<file path="src/rtl/core/rfcc_pkg.sv">
// ----------------------------------------------------------------------------
// rfcc_pkg
// Shared types, constants and the CRC-16/CCITT-FALSE byte update for the
// response frame CRC checker.
// ----------------------------------------------------------------------------
package rfcc_pkg;

    localparam int MAX_PAYLOAD = 1024;
    localparam int LEN_W       = 11;
    localparam int POS_W       = $clog2(MAX_PAYLOAD + 3);
    localparam int QUEUE_DEPTH = 2;
    localparam int QPTR_W      = $clog2(QUEUE_DEPTH);
    localparam int QCNT_W      = $clog2(QUEUE_DEPTH + 1);

    localparam logic [7:0]  START_BYTE = 8'hC5;
    localparam logic [15:0] CRC_INIT   = 16'hFFFF;
    localparam logic [15:0] CRC_POLY   = 16'h1021;

    typedef enum logic [1:0] {
        KIND_START,
        KIND_PAYLOAD,
        KIND_CRC_HI,
        KIND_CRC_LO
    } kind_t;

    typedef enum logic [1:0] {
        STATUS_OK        = 2'd0,
        STATUS_BAD_START = 2'd1,
        STATUS_BAD_CRC   = 2'd2
    } status_t;

    // classified word handed from front to back
    typedef struct packed {
        kind_t      kind;
        logic [7:0] data;
    } rfcc_word_t;

    function automatic logic [15:0] crc16_byte(input logic [15:0] crc_in,
                                               input logic [7:0]  data);
        logic [15:0] crc;
        crc = crc_in ^ {data, 8'h00};
        for (int i = 0; i < 8; i++) begin
            if (crc[15])
                crc = {crc[14:0], 1'b0} ^ CRC_POLY;
            else
                crc = {crc[14:0], 1'b0};
        end
        return crc;
    endfunction

endpackage

</file>
<file path="src/rtl/core/response_frame_crc_checker_unit.sv">
// ----------------------------------------------------------------------------
// response_frame_crc_checker_unit
// Checks response frames: start byte, payload passed through, CRC-16 check.
// ----------------------------------------------------------------------------
// Path: an accepted word is written into the queue, then popped into the
//   output register, where it is held while out_stall is high.
// Throughput: one word per cycle while the output is not stalled; the front
//   position counter and the back byte-wide CRC update each handle a whole word at once.
// Reset: rst_n is asynchronous, active low; clears the position, queue and
//   output valid, sets the CRC state to CRC_INIT and the payload length to 1024.
// ----------------------------------------------------------------------------
module response_frame_crc_checker_unit
    import rfcc_pkg::*;
(
    input  logic             clk,
    input  logic             rst_n,
    // received byte channel
    input  logic             in_valid,
    output logic             in_stall,
    input  logic [7:0]       rx_byte,
    // payload length register
    input  logic             cfg_write_en,
    input  logic [LEN_W-1:0] cfg_write_data,
    // result channel
    output logic             out_valid,
    input  logic             out_stall,
    output logic             payload_valid,
    output logic [7:0]       payload_byte,
    output logic             frame_done,
    output logic [1:0]       frame_status
);

    // front -> queue
    logic       push;
    rfcc_word_t push_word;
    logic       queue_full;

    // queue -> back
    rfcc_word_t head_word;
    logic       queue_empty;
    logic       pop;

    // Front: classifies each word by its frame position. It depends only on
    // position and length, so it runs ahead of the CRC state in the back.
    rfcc_front u_front (
        .clk            (clk),
        .rst_n          (rst_n),
        .in_valid       (in_valid),
        .in_stall       (in_stall),
        .rx_byte        (rx_byte),
        .cfg_write_en   (cfg_write_en),
        .cfg_write_data (cfg_write_data),
        .queue_full     (queue_full),
        .push           (push),
        .push_word      (push_word)
    );

    // Two-entry queue: front keeps taking words while the output is stalled.
    rfcc_queue u_queue (
        .clk       (clk),
        .rst_n     (rst_n),
        .push      (push),
        .push_word (push_word),
        .pop       (pop),
        .head_word (head_word),
        .full      (queue_full),
        .empty     (queue_empty)
    );

    // Back: CRC accumulate, start/CRC check, output register.
    rfcc_back u_back (
        .clk           (clk),
        .rst_n         (rst_n),
        .head_word     (head_word),
        .queue_empty   (queue_empty),
        .pop           (pop),
        .out_valid     (out_valid),
        .out_stall     (out_stall),
        .payload_valid (payload_valid),
        .payload_byte  (payload_byte),
        .frame_done    (frame_done),
        .frame_status  (frame_status)
    );

endmodule

</file>
<file path="src/rtl/core/rfcc_front.sv">
// ----------------------------------------------------------------------------
// rfcc_front
// Accepts received bytes, tracks the position in the frame and tags each
// word as start, payload, CRC high or CRC low. Holds the length register.
// ----------------------------------------------------------------------------
module rfcc_front
    import rfcc_pkg::*;
(
    input  logic             clk,
    input  logic             rst_n,
    input  logic             in_valid,
    output logic             in_stall,
    input  logic [7:0]       rx_byte,
    input  logic             cfg_write_en,
    input  logic [LEN_W-1:0] cfg_write_data,
    input  logic             queue_full,
    output logic             push,
    output rfcc_word_t       push_word
);

    logic [LEN_W-1:0] length_reg;
    logic [POS_W-1:0] pos_reg;
    logic [POS_W-1:0] pos_next;
    logic [POS_W-1:0] len_eff;
    kind_t            kind;

    assign in_stall = queue_full;
    assign push     = in_valid && !queue_full;

    always_comb
    begin
        if (int'(length_reg) > MAX_PAYLOAD)
            len_eff = POS_W'(MAX_PAYLOAD);
        else
            len_eff = POS_W'(length_reg);
    end

    always_comb
    begin
        if (pos_reg == '0)
        begin
            kind     = KIND_START;
            pos_next = POS_W'(1);
        end
        else if (pos_reg <= len_eff)
        begin
            kind     = KIND_PAYLOAD;
            pos_next = pos_reg + POS_W'(1);
        end
        else if ({1'b0, pos_reg} == ({1'b0, len_eff} + (POS_W + 1)'(1)))
        begin
            kind     = KIND_CRC_HI;
            pos_next = pos_reg + POS_W'(1);
        end
        else
        begin
            kind     = KIND_CRC_LO;
            pos_next = '0;
        end
    end

    assign push_word.kind = kind;
    assign push_word.data = rx_byte;

    always_ff @(posedge clk or negedge rst_n)
    begin
        if (!rst_n)
        begin
            length_reg <= LEN_W'(MAX_PAYLOAD);
            pos_reg    <= '0;
        end
        else
        begin
            if (cfg_write_en)
                length_reg <= cfg_write_data;
            if (push)
                pos_reg <= pos_next;
        end
    end

endmodule

</file>
<file path="src/rtl/core/rfcc_queue.sv">
// ----------------------------------------------------------------------------
// rfcc_queue
// Short FIFO of classified words between front and back.
// ----------------------------------------------------------------------------
module rfcc_queue
    import rfcc_pkg::*;
(
    input  logic       clk,
    input  logic       rst_n,
    input  logic       push,
    input  rfcc_word_t push_word,
    input  logic       pop,
    output rfcc_word_t head_word,
    output logic       full,
    output logic       empty
);

    rfcc_word_t         slot_reg [QUEUE_DEPTH];
    logic [QPTR_W-1:0]  wr_ptr_reg;
    logic [QPTR_W-1:0]  rd_ptr_reg;
    logic [QCNT_W-1:0]  count_reg;
    logic [QCNT_W-1:0]  count_next;

    assign full      = (count_reg == QCNT_W'(QUEUE_DEPTH));
    assign empty     = (count_reg == '0);
    assign head_word = slot_reg[rd_ptr_reg];

    always_comb
    begin
        count_next = count_reg;
        if (push && !pop)
            count_next = count_reg + QCNT_W'(1);
        else if (pop && !push)
            count_next = count_reg - QCNT_W'(1);
    end

    always_ff @(posedge clk)
    begin
        if (push)
            slot_reg[wr_ptr_reg] <= push_word;
    end

    always_ff @(posedge clk or negedge rst_n)
    begin
        if (!rst_n)
        begin
            wr_ptr_reg <= '0;
            rd_ptr_reg <= '0;
            count_reg  <= '0;
        end
        else
        begin
            if (push)
                wr_ptr_reg <= (int'(wr_ptr_reg) == QUEUE_DEPTH - 1) ? '0
                                                                    : wr_ptr_reg + QPTR_W'(1);
            if (pop)
                rd_ptr_reg <= (int'(rd_ptr_reg) == QUEUE_DEPTH - 1) ? '0
                                                                    : rd_ptr_reg + QPTR_W'(1);
            count_reg <= count_next;
        end
    end

endmodule

</file>
<file path="src/rtl/core/rfcc_back.sv">
// ----------------------------------------------------------------------------
// rfcc_back
// Runs the CRC over payload words, checks start byte and CRC, and holds the
// result in an output register.
// ----------------------------------------------------------------------------
module rfcc_back
    import rfcc_pkg::*;
(
    input  logic       clk,
    input  logic       rst_n,
    input  rfcc_word_t head_word,
    input  logic       queue_empty,
    output logic       pop,
    output logic       out_valid,
    input  logic       out_stall,
    output logic       payload_valid,
    output logic [7:0] payload_byte,
    output logic       frame_done,
    output logic [1:0] frame_status
);

    logic        out_valid_reg;
    logic        payload_valid_reg, payload_valid_next;
    logic [7:0]  payload_byte_reg, payload_byte_next;
    logic        frame_done_reg, frame_done_next;
    status_t     status_reg, status_next;
    logic [15:0] crc_reg, crc_next;
    logic        bad_start_reg, bad_start_next;
    logic [7:0]  crc_hi_reg, crc_hi_next;

    assign pop = !queue_empty && (!out_valid_reg || !out_stall);

    always_comb
    begin
        payload_valid_next = 1'b0;
        payload_byte_next  = 8'h00;
        frame_done_next    = 1'b0;
        status_next        = STATUS_OK;
        crc_next           = crc_reg;
        bad_start_next     = bad_start_reg;
        crc_hi_next        = crc_hi_reg;
        unique case (head_word.kind)
            KIND_START:
            begin
                bad_start_next = (head_word.data != START_BYTE);
                crc_next       = CRC_INIT;
            end
            KIND_PAYLOAD:
            begin
                payload_valid_next = 1'b1;
                payload_byte_next  = head_word.data;
                crc_next           = crc16_byte(crc_reg, head_word.data);
            end
            KIND_CRC_HI:
                crc_hi_next = head_word.data;
            KIND_CRC_LO:
            begin
                frame_done_next = 1'b1;
                if (bad_start_reg)
                    status_next = STATUS_BAD_START;
                else if ({crc_hi_reg, head_word.data} != crc_reg)
                    status_next = STATUS_BAD_CRC;
                crc_next       = CRC_INIT;
                bad_start_next = 1'b0;
                crc_hi_next    = 8'h00;
            end
            default: ;
        endcase
    end

    always_ff @(posedge clk or negedge rst_n)
    begin
        if (!rst_n)
        begin
            out_valid_reg <= 1'b0;
            crc_reg       <= CRC_INIT;
            bad_start_reg <= 1'b0;
            crc_hi_reg    <= 8'h00;
        end
        else
        begin
            if (pop)
            begin
                out_valid_reg <= 1'b1;
                crc_reg       <= crc_next;
                bad_start_reg <= bad_start_next;
                crc_hi_reg    <= crc_hi_next;
            end
            else if (!out_stall)
                out_valid_reg <= 1'b0;
        end
    end

    always_ff @(posedge clk)
    begin
        if (pop)
        begin
            payload_valid_reg <= payload_valid_next;
            payload_byte_reg  <= payload_byte_next;
            frame_done_reg    <= frame_done_next;
            status_reg        <= status_next;
        end
    end

    assign out_valid     = out_valid_reg;
    assign payload_valid = payload_valid_reg;
    assign payload_byte  = payload_byte_reg;
    assign frame_done    = frame_done_reg;
    assign frame_status  = status_reg;

endmodule

</file>
<file path="config.mk">
export PLATFORM = sky130hd
export DESIGN_NAME = response_frame_crc_checker_unit
export DESIGN_NICKNAME = d
export VERILOG_FILES = /design/src/rtl/core/rfcc_pkg.sv /design/src/rtl/core/response_frame_crc_checker_unit.sv /design/src/rtl/core/rfcc_front.sv /design/src/rtl/core/rfcc_queue.sv /design/src/rtl/core/rfcc_back.sv
export SDC_FILE = /design/constraint.sdc
export NUM_CORES = 1
export LEC_CHECK = 0
export ABC_AREA = 1
export BUFFER_PORTS_ARGS = -buffer_cell sky130_fd_sc_hd__clkbuf_2
export CAP_MARGIN = 0
export CORE_UTILIZATION = 60
export CTS_CLUSTER_DIAMETER = 80
export DETAILED_ROUTE_END_ITERATION = 16
export GPL_TIMING_DRIVEN = 0
export PLACE_DENSITY = 0.8
export REMOVE_ABC_BUFFERS = 1
export SLEW_MARGIN = 15
export SYNTH_ARGS = -nofsm -noshare
export SYNTH_HDL_FRONTEND = slang
export SYNTH_HIERARCHICAL = 1
export SYNTH_SLANG_ARGS = --single-unit
</file>
<file path="constraint.sdc">
create_clock -name clk -period 3.4 [get_ports clk]
set_input_delay 1.02 -clock clk [delete_from_list [all_inputs] [get_ports clk]]
set_output_delay 1.02 -clock clk [all_outputs]
set_load 0.005 [all_outputs]
</file>
==> metrics.cfg <==
[outcome]
outcome=complete, no violations

[clock_network]
clkTransAtPathRegs_ns=0.09
hold_buffers=0
postCtsSetupRepairBufs=0
cts_resized=0
cts.path.max_buffers=2
clock_latency_ns=0.38
numCtsBuffers=9
h-tree-depth=3
cts.sink_count=84
cts_tree=built
cts_root_buf=clkbuf_8

[critical_path]
crit_top_cell=nor2_1
max_stage_delay_ns=0.45
cp_max_fo=16
r2r-start=u_front/length_reg[6]
required_ns=3.52
arrival_ns=3.16
r2r-end=u_queue/slot_reg[0][8]
setup.worst_path.start=u_front/length_reg[6]
cp_num_buf_inv=3
path_cells=nor2_1 -> nand3_2 -> o21bai_4 -> inv_1 -> nor2_1 -> ha_1 -> inv_1 -> nor2_1 -> nand4_1 -> xor2_1 -> nand2_1 -> nor2_1 -> nand3_2 -> o21bai_1 -> inv_1
cp_num_cells=15
r2r_slack_ns=0.36
cp_top_family=simple AND/OR/NAND/NOR gates
reg2reg_depth=15
end_kind=flip-flop
slowest_stage=dfrtp_1
start_kind=flip-flop
path_class=flip-flop to flip-flop

[route]
maxUsedRoutingLayer=met4
post-route-drc-count=0
first_iter_violations=199
wl_met3_um=489
antenna_left=0
dr_wl_met2_um=5320
vias_per_cell=5.33
wl_um=10400
drtPass1Iterations=6
wire_per_inst_um=13.7
wl_met1_um=4250
vias=4037

[layout]
num-fill-cells=673
largest_register_ffs=20
finish.net_count=691
syn_to_final_growth_pct=7.33
drive_above_1_share=0.199
antennaDiodeCount=0

[synth]
synthArstFlopShare=0.619
synthTopCellsByArea=edfxtp_1 19%, dfrtp_1 17%, nand2_1 15%
netlist.area_leader.share=0.185
synthCells=619
netlist_area_um2=5190
synth_edf_count=32
synth_flop_cell=dfrtp_1
ys_seq_area_frac=0.440
ys_ff_latch=84
synth.distinct_cells=40
syn_area_per_cell_um2=8.38
synth_top_area_cell=edfxtp_1
yosysWarnings=6

[power]
p_leak_nw=2.78
total_power_mw=4.54
cellPowerDensity_nw_per_um2=815
irDropWorstVdd_uv=416

[floorplanning]
fp.dieH_um=95.0
fp-row-count=33
core_um2=8300
io_pins=38
die_area_um2=9030
start_util=0.625
die_w_um=95.0

[global_routing]
grt_use_total=0.258
overflow=0
antenna_found_initial=0
grt_pass1_wl_um=17800
grt_pass1_vias=4091
grt_max_degree=53

[sta]
slew_headroom=0.389
clock_skew_ns=0.0198
setup_tns_ns=0
period_minus_slack_ns=3.04
drv_slew=0
hold_viol=0
rsz0062_at_grt=no
finalSetupViolCount=0
fmax_mhz=328
tightest_slew_ns=0.913
post-route-period-util=0.895

[worst_hold_path]
min_path_type=flip-flop to flip-flop
holdPathStages=1
hold_path.startpoint=u_queue/wr_ptr_reg
min_to=u_queue/wr_ptr_reg

[run]
drv_cap=0

[place]
place.gp.congestion=0.875
port_buffers=37
dp_hpwl_um=7580

-- cell usage after synthesis (4+ instances only) --
library cell	n
nand2_1	203
inv_1	76
nand3_1	44
dfrtp_1	35
edfxtp_1	32
nor2_1	32
ha_1	19
dfstp_2	17
xor2_1	15
o21ai_0	14
inv_2	13
xnor2_1	13
buf_4	10
mux2_4	9
o21ai_2	9
a21oi_1	8
nand4_1	8
mux2_2	7
nand3_2	7
a22oi_1	5
o21ai_1	5
clkinv_1	4
nor2_2	4
-- cells by family (layout without fill, tap and decap cells) --
logic type,after synthesis,after routing,synth area share
flops,84,84,0.440
mux,17,17,0.0432
simple gates,312,312,0.267
xor+xnor,29,29,0.0516
buf+inv,112,146,0.0940
compound gates,46,46,0.0583
fa+ha+maj,19,19,0.0458
-- routing by layer --
layer  global-route usage  vias up
met5                    0        -
met4                0.141        0
met3               0.0362       24
met2                0.471      109
met1                0.287     1887
li1                     -     2017
-- where the power goes --
group / total, mW / switching (mW) / internal (mW)
clock network: 0.719 / 0.427 / 0.292
registers: 1.71 / 0.237 / 1.47
logic: 2.11 / 1.33 / 0.781
total: 4.54 / 2.00 / 2.54
-- per-stage QoR --
step	worst slack, ns	instance area, um^2	util	hold WS, ns	instances
detailed placement	0.420	5370	0.647	0.485	742
CTS	0.352	5570	0.671	0.503	758
floorplan	0.844	5050	-	0.463	600
global placement	0.447	5370	0.647	0.476	742
finish	0.356	5570	0.671	0.499	758
global route	0.0558	5570	0.671	0.531	758
-- worst max-delay path by stage --
stage / to
6_report: u_queue/slot_reg[0][8]
5_1_grt: u_queue/slot_reg[1][8]
4_1_cts: u_queue/slot_reg[0][8]
3_5_place_dp: u_queue/slot_reg[1][8]
3_3_place_gp: u_queue/slot_reg[1][8]
2_1_floorplan: u_queue/slot_reg[0][8]
-- final cells by class --
cell class              count  area [um^2]  share of cell area
inverters                  93          349              0.0627
well taps                 105          131              0.0236
repair buffers             37          188              0.0337
clock inverters             7         76.3              0.0137
flip-flops and latches     84         2280               0.410
multi-input cells         423         2420               0.434
clock buffers               9          124              0.0222
-- placed cells by master (no fill, tap or decap), drive strengths merged, types with 3 or more instances in the layout --
master and instances:
a21oi 8, a22oi 5, clkbuf 46, clkinv 7, dfrtp 35, dfstp 17
edfxtp 32, ha 19, inv 93, mux2 16, nand2 209, nand3 51
nand4 9, nor2 39, o21ai 28, o21bai 3, xnor2 13, xor2 15
Note: power is estimated with default switching activity, not from simulation.
